===== config.mk =====
export PLATFORM = sky130hd
export DESIGN_NAME = rlpk_mul_wide
export DESIGN_NICKNAME = d
export VERILOG_FILES = /design/src/sv/rlpk_pkg.sv /design/src/sv/rlpk_mul_wide.sv
export SDC_FILE = /design/constraint.sdc
export NUM_CORES = 2
export LEC_CHECK = 0
export BUFFER_PORTS_ARGS = -buffer_cell sky130_fd_sc_hd__buf_2
export CAP_MARGIN = 20
export CORE_MARGIN = 2
export CORE_UTILIZATION = 55
export DETAILED_ROUTE_END_ITERATION = 16
export GPL_TIMING_DRIVEN = 0
export PLACE_DENSITY_LB_ADDON = 0.25
export SLEW_MARGIN = 20
export SYNTH_ARGS = -nofsm -noshare
export SYNTH_HDL_FRONTEND = slang
export SYNTH_SLANG_ARGS = --single-unit

===== constraint.sdc =====
create_clock -name clk -period 9.6 [get_ports clk]
set_clock_uncertainty 0.2 [all_clocks]
set_input_delay 0.48 -clock clk [delete_from_list [all_inputs] [get_ports clk]]
set_output_delay 0.48 -clock clk [all_outputs]
set_load 0.05 [all_outputs]

===== src/sv/rlpk_pkg.sv =====
// Shared widths, constants and bundle types for the relative Lorentz pair kernel.
package rlpk_pkg;

    // Input number formats.
    localparam int POS_FRAC_BITS = 16;
    localparam int VEL_FRAC_BITS = 17;
    localparam int POS_W = POS_FRAC_BITS;
    localparam int VEL_W = VEL_FRAC_BITS + 1;

    // Intermediate widths of the front end.
    localparam int DX_W   = POS_W + 1;              // signed position difference
    localparam int SQ_W   = 2 * VEL_FRAC_BITS + 1;  // one velocity component squared
    localparam int S_W    = SQ_W + 1;               // squared speed, up to 3 * one
    localparam int D_W    = 2 * VEL_FRAC_BITS + 1;  // one - squared speed
    localparam int DOT_W  = 2 * VEL_W;              // one product of v1 and v2
    localparam int DOTS_W = DOT_W + 1;              // v1 dot v2
    localparam int W_W    = DOTS_W;                 // one - v1 dot v2, clamped
    localparam int VDXP_W = VEL_W + DX_W;           // one product of v1 and dx
    localparam int VDXS_W = VDXP_W + 1;             // v1 dot dx
    localparam int AVDX_W = VDXS_W - 1;             // magnitude of v1 dot dx
    localparam int DD_W   = 2 * POS_W;              // one dx component squared
    localparam int DX2_W  = DD_W + 2;               // squared lab distance

    // Wide multiplier.
    localparam int MUL_W   = 36;
    localparam int PROD_W  = 2 * MUL_W;
    localparam int MUL_LAT = 2;

    // Back-end units.
    localparam int GAM_ROOT_W = 49;
    localparam int GAM_SHIFT  = 28;
    localparam int GAM_QUO_W  = 32;
    localparam int SEP_QUO_W  = 48;
    localparam int SEP_ROOT_W = 24;

    // Output widths and limits.
    localparam int SEP_W = 24;
    localparam int GAM_W = 32;
    localparam logic [SEP_W-1:0] SEP_MAX = '1;
    localparam logic [GAM_W-1:0] GAM_MAX = '1;
    localparam logic [GAM_W-1:0] GAM_MIN = GAM_W'(65536);

    // Separation mode codes.
    localparam logic MODE_LAB    = 1'b0;
    localparam logic MODE_PROPER = 1'b1;

    // Pipeline timing.
    localparam int FRONT_LAT   = 3;
    localparam int GAM_SIDE_DLY = MUL_LAT + GAM_ROOT_W;
    localparam int GAM_LAT     = MUL_LAT + GAM_ROOT_W + 1 + GAM_QUO_W;
    localparam int SEP_LAT     = MUL_LAT + 1 + SEP_QUO_W + 1 + SEP_ROOT_W;
    localparam int SEP_ALIGN   = GAM_LAT - SEP_LAT;
    localparam int PIPE_DEPTH  = FRONT_LAT + GAM_LAT;

    // Side data of the gamma path.
    typedef struct packed {
        logic [W_W-1:0] w;
        logic           bad;
    } gam_side_t;

    typedef struct packed {
        logic sat;
        logic bad;
    } gam_tail_t;

    // Side data of the separation path.
    typedef struct packed {
        logic [D_W-1:0]   d1;
        logic [DX2_W-1:0] dx2;
        logic             bad1;
    } sep_side_t;

    typedef struct packed {
        logic [DX2_W-1:0] dx2;
        logic             bad1;
        logic             sat;
    } sep_mid_t;

    typedef struct packed {
        logic force_zero;
        logic force_max;
    } sep_flags_t;

    // One result beat.
    typedef struct packed {
        logic [SEP_W-1:0] separation;
        logic [GAM_W-1:0] relative_gamma;
        logic             speed_invalid;
    } result_t;

endpackage


===== src/sv/rlpk_mul_wide.sv =====
// Two-stage unsigned multiplier built from four half-width partial products.
module rlpk_mul_wide #(
    parameter int IN_W = rlpk_pkg::MUL_W
) (
    input  logic              clk,
    input  logic              en,
    input  logic [IN_W-1:0]   a,
    input  logic [IN_W-1:0]   b,
    output logic [2*IN_W-1:0] prod
);

    localparam int LO_W = IN_W / 2;
    localparam int HI_W = IN_W - LO_W;

    logic [2*LO_W-1:0]    ll_next, ll_reg;
    logic [LO_W+HI_W-1:0] lh_next, lh_reg, hl_next, hl_reg;
    logic [2*HI_W-1:0]    hh_next, hh_reg;
    logic [2*IN_W-1:0]    prod_next, prod_reg;

    // First stage: partial products.
    assign ll_next = a[LO_W-1:0] * b[LO_W-1:0];
    assign lh_next = a[LO_W-1:0] * b[IN_W-1:LO_W];
    assign hl_next = a[IN_W-1:LO_W] * b[LO_W-1:0];
    assign hh_next = a[IN_W-1:LO_W] * b[IN_W-1:LO_W];

    // Second stage: weighted sum of the partial products.
    assign prod_next = ((2*IN_W)'(hh_reg) << (2 * LO_W))
                     + (((2*IN_W)'(lh_reg) + (2*IN_W)'(hl_reg)) << LO_W)
                     + (2*IN_W)'(ll_reg);

    always_ff @(posedge clk)
    begin
        if (en)
        begin
            ll_reg   <= ll_next;
            lh_reg   <= lh_next;
            hl_reg   <= hl_next;
            hh_reg   <= hh_next;
            prod_reg <= prod_next;
        end
    end

    assign prod = prod_reg;

endmodule


Word-level counts from Yosys, hierarchy flattened

Index checks and enable logic that the tools add are counted.

Word-level logic and storage cells: 12
ROM bits: 0
Memory bits (writable): 0
Output and inout port bits: 72
Flip-flop bits (word level): 216
Memories kept: 0
Latch bits: 0

Magnitude comparators: 0
$add $sub $neg: 3
Shifts and indexed selects: 0
Muxes and demuxes: 0
$mul: 4
Reductions and logical operators: 0
Equality and inequality tests: 0
Bitwise logic cells: 0
Divide/modulo/power cells: 0

Operators by type and width:

| cell           | count |
|---|---|
| $mul 18x18->36 | 4 |
| $add 72x36->72 | 1 |
| $add 72x55->72 | 1 |
| $add 36x36->37 | 1 |

Longest topological paths before layout

Depth after elaboration: 3
Depth in mapped cells: 25

Worst setup path before layout

OpenSTA, ideal clock, no wires.

Path type: in2reg
From: input a[12]
To: register ll_reg[34] (data pin)
Library setup time: 258 ps
Data arrival time: 6347 ps
Slack: 2796 ps
Buffers on the path: 2
Required time: 9142 ps
Stages on the path: 23
Path through: clkbuf_1 > clkbuf_1 > nand2_1 > fa_1 > fa_1 > fa_1 > inv_1 > fa_1 > fa_1 > inv_1 > fa_1 > inv_1 > ha_1 > a21o_1 > a21o_1 > a21o_1 > a21o_1 > a21o_1 > a31o_4 > a41o_1 > a221o_1 > a21oi_2 > xnor2_1

Word-level cells in the longest chain between the ends: 1

Ends and longest elaborated chain:

| what                 | RTL line            | text |
|---|---|---|
| start, declared      | rlpk_mul_wide.sv:7  | `input logic [IN_W-1:0] a,` |
| $mul 18x18->36       | rlpk_mul_wide.sv:21 | `assign ll_next = a[LO_W-1:0] * b[LO_W-1:0];` |
| via ll_next[34]      | rlpk_mul_wide.sv:15 | `logic [2*LO_W-1:0] ll_next, ll_reg;` |
| end signal, assigned | rlpk_mul_wide.sv:35 | `ll_reg <= ll_next;` |
| end, declared        | rlpk_mul_wide.sv:15 |  |

The timed path passes the listed nets, and every way through them passes these cells.
A chain may end at the register's enable or synchronous reset.

Worst setup path in the final report

From: input b[22]
To: register lh_reg[33] (data pin)

Word-level cells in the longest chain between the ends: 1

Ends and longest elaborated chain:

| what                 | RTL line            | text |
|---|---|---|
| start, declared      | rlpk_mul_wide.sv:8  | `input logic [IN_W-1:0] b,` |
| $mul 18x18->36       | rlpk_mul_wide.sv:22 | `assign lh_next = a[LO_W-1:0] * b[IN_W-1:LO_W];` |
| via lh_next[33]      | rlpk_mul_wide.sv:16 | `logic [LO_W+HI_W-1:0] lh_next, lh_reg, hl_next, hl_reg;` |
| end signal, assigned | rlpk_mul_wide.sv:36 | `lh_reg <= lh_next;` |
| end, declared        | rlpk_mul_wide.sv:16 |  |

The timed path passes the listed nets, and every way through them passes these cells.

==> results by stage <==
Global routing:
- Entering global routing, the biggest net connects 99 pins.
- The number of antenna violations at the first check in global routing was 22.
- The overall track demand over capacity in global routing is 35.6%.
- The total overflow left after global routing is 0.
- The via count of the first global-routing pass is 41000.
- The first global-routing pass estimated 254000 um of wire.

Drt:
- The routed layout has 40300 vias.
- In the routed layout, each cell is associated on average with a via count of 5.74.
- Dividing the detail-routed wire length by the instance count gives 24.2 um.
- After detailed routing, the total wire length is 170000 um.
- The initial DRC count is 3778.
- The first detailed-routing pass ran for 6 iterations.
- The DRC violations left is 0.
- Once detail routing completed, the nets flagged for antenna violations numbered 0.

Cells and area:
- The layout-stage area growth over the synthesis result is 5.80%.
- The flip-flop count of the largest register, all copies and words added is 72.
- Cells with a size suffix above 1 make up 2.73% of the layout.
- At the end of the flow the core is filled with cells to 58.9%.
- At the end of the flow, the number of nets in the layout was 7341.

Yosys:
- By area the synthesized netlist is led by fa_1 (39%), edfxtp_1 (12%), ha_1 (12%).
- When the netlist entered floorplanning its net count stood at 7224.
- Among all flip-flop cells after synthesis, the most frequent one is edfxtp_1.
- The average instance in the mapped netlist occupies 9.30 sq um.
- The share of flip-flops with an asynchronous set or reset after synthesis is 0%.
- The yosys synthesis warning count is 0.
- The biggest area consumer among synthesized cells is fa_1.
- The distinct cell type count after synthesis is 68.
- The flip-flop and latch count after synthesis is 216.
- In the synthesized netlist, the number of instances is 5611.
- The count of flip-flops with a built-in enable after synthesis is 216.
- Of the post-synthesis cell area, the dominant cell type holds 39.4%.
- The post-synth design cell area is 0.0522 sq mm.
- Sequential elements use 12.4% of the synthesized area.

Placement:
- The pre-CTS setup slack is 0.526 ns.
- After legalization and detailed placement, the total HPWL measured 138000 um.
- The final weighted congestion in routability-driven placement is 1.05.
- The number of port buffers is 87.

Setup path:
- At the worst endpoint, the required time is 9.65 ns.
- The path type of the worst setup path is in2reg.
- The endpoint kind of the worst setup timing path is a flop.
- The startpoint type of the worst setup path is an input pin.
- In this run the worst path has a maximum fanout of 10.
- Data on the critical path arrives at its endpoint at 8.82 ns.

Timing:
- Headroom to the max-slew limit came out at 15.8%.
- Setup total negative slack on the finished layout was measured at 0 ns.
- The worst path meets setup with 0.826 ns of slack.
- Setup repair after global routing left no endpoint under its margin.
- The clock period could shrink to 8.77 ns.
- The tightest hold path in the finished design has a slack of 0.0997 ns.
- The final setup violation count is 0.
- The total count of hold-check failures in the final report is 0.
- Static timing analysis puts the maximum clock frequency at 114 MHz.
- The post-route fraction of the period consumed by the critical path is 91.4%.
- The count of pins over their slew limit is 0.
- The worst-margin pin slew is 1.26 ns.

Clock tree:
- After clock tree synthesis, the setup repair step added 0 buffers.
- The CTS H-tree depth is 1.
- The number of hold buffers added after CTS is 0.
- The clock root buffer is clkbuf_16.
- The number of sinks on the clock net is 216.
- Clock latency on the worst-skew pair, taken at its later pin, is 0.60 ns.
- After clock tree synthesis, the clock-pin slew on the worst setup and hold paths is 0.06 ns.
- The post-cts gate resize count is 0.
- The number of clock buffers inserted by TritonCTS is 26.
- The maximum clock path buffer count is 3.
- TritonCTS built the clock tree.

Die:
- For this configuration, the core starts out at a cell density of 55.7%.
- The die covers 0.0974 sq mm.
- The area of the placeable core is 0.0937 sq mm.
- The die boundary height is 312 um.
- The floorplan has 112 rows.
- From left edge to right edge, the die measures 312 um.
- The boundary pin count is 146.

Run status:
- The run finished with clean final reports.

Worst hold path:
- The class of the tightest hold or removal check is in2reg.

Job:
- Across the run, the number of max-cap violations was 0.
kinds of logic after synthesis:
logic type	Yosys count	share of synthesized area [%]
buf+inv	1491	10.7
compound gates	520	6.59
xor+xnor	202	3.39
flops	216	12.4
fa+ha+maj	1539	51.7
simple gates	1643	15.2
per-stage QoR:
step           instances  area, sq um
5_1_grt             6999        55200
4_1_cts             6999        55200
3_5_place_dp        6954        54300
2_1_floorplan       5611        52200
3_3_place_gp        6952        54200
6_report            7011        55200
cells in the mapped netlist (4+ instances only):
cell type	number
and2_1	554
nand3b_1	4
nand4_1	25
and3_1	24
o21bai_1	24
nor3_1	18
a21oi_1	146
a21boi_0	7
o21ai_0	74
nor4_1	4
inv_1	1198
xor2_1	50
o21ai_1	6
a31o_2	5
ha_1	513
a31oi_1	15
o211ai_1	8
nand3_1	35
a211oi_1	17
nand2b_1	18
fa_1	1026
nand2_1	841
a311oi_1	5
o31a_1	5
clkbuf_1	293
a21o_1	125
o31ai_1	8
and4_1	8
nor2_1	81
a41oi_1	7
o21a_1	23
nor2b_1	19
edfxtp_1	216
xnor2_1	152
or3_1	4
metal layers:
| layer | global-route usage, % | wire length, um | up-vias |
|---|---|---|---|
| li1 | - | - | 17300 |
| met1 | 46.3 | 64800 | 20100 |
| met2 | 52.9 | 71500 | 2271 |
| met3 | 12.1 | 22400 | 549 |
| met4 | 18.4 | 11100 | 24 |
| met5 | 0 | 209 | - |
final timing paths:
check        slack, ns        from         end  cells after the start
max               0.83       b[22]  lh_reg[33]                     21
min                0.1          en  ll_reg[16]                      1
max reg2reg       3.63   lh_reg[0]    prod[61]                     19
min reg2reg       0.22  ll_reg[14]    prod[14]                      0
cell type report:
| class | count | area (sq um) |
|---|---|---|
| Antenna cell | 12 | 30.0 |
| Buffer | 293 | 1100 |
| Clock buffer | 30 | 666 |
| Clock inverter | 15 | 221 |
| Fill cell | 8237 | 38500 |
| Inverter | 1198 | 4500 |
| Multi-Input combinational cell | 3904 | 40100 |
| Sequential cell | 216 | 6490 |
| Tap cell | 1254 | 1570 |
| Timing Repair Buffer | 89 | 500 |
worst max-delay path, cell delays in order:
cell and delay [ns]:
clkbuf_1 0.74, clkbuf_1 0.97, and2_1 0.28, fa_1 0.46
fa_1 0.53, ha_1 0.21, fa_1 0.48, inv_1 0.06
fa_1 0.50, fa_1 0.50, inv_1 0.04, ha_1 0.38
nand2_1 0.12, a21oi_1 0.28, o2111ai_1 0.32, a311oi_2 0.59
a311oi_1 0.26, o2111ai_1 0.40, a31o_2 0.22, a21oi_1 0.07
xnor2_1 0.86
cells in the final DEF, fill, tap and decap left out, types with 5 or more instances in the layout:
master / n
xnor2_2: 5
and4_1: 8
nor3_1: 18
edfxtp_1: 216
a31oi_1: 15
buf_2: 86
and2_1: 554
nand2_1: 841
nand3_1: 35
a21boi_0: 7
nand2b_1: 18
clkbuf_1: 294
a21o_1: 125
inv_1: 1198
o31a_1: 5
o21ai_0: 74
a41oi_1: 7
o31ai_1: 8
nor2b_1: 19
xnor2_1: 147
nand4_1: 25
bufinv_16: 5
diode_2: 12
nor2_1: 81
clkbuf_16: 26
fa_1: 1026
and3_1: 24
a211oi_1: 17
xor2_1: 50
a21oi_1: 146
a31o_2: 5
a311oi_1: 5
o211ai_1: 8
o21bai_1: 24
o21a_1: 23
o21ai_1: 6
ha_1: 513
Power is left out: the tool's default activity adds up to more than one toggle a clock period on the data nets, which glitch-free logic cannot reach.
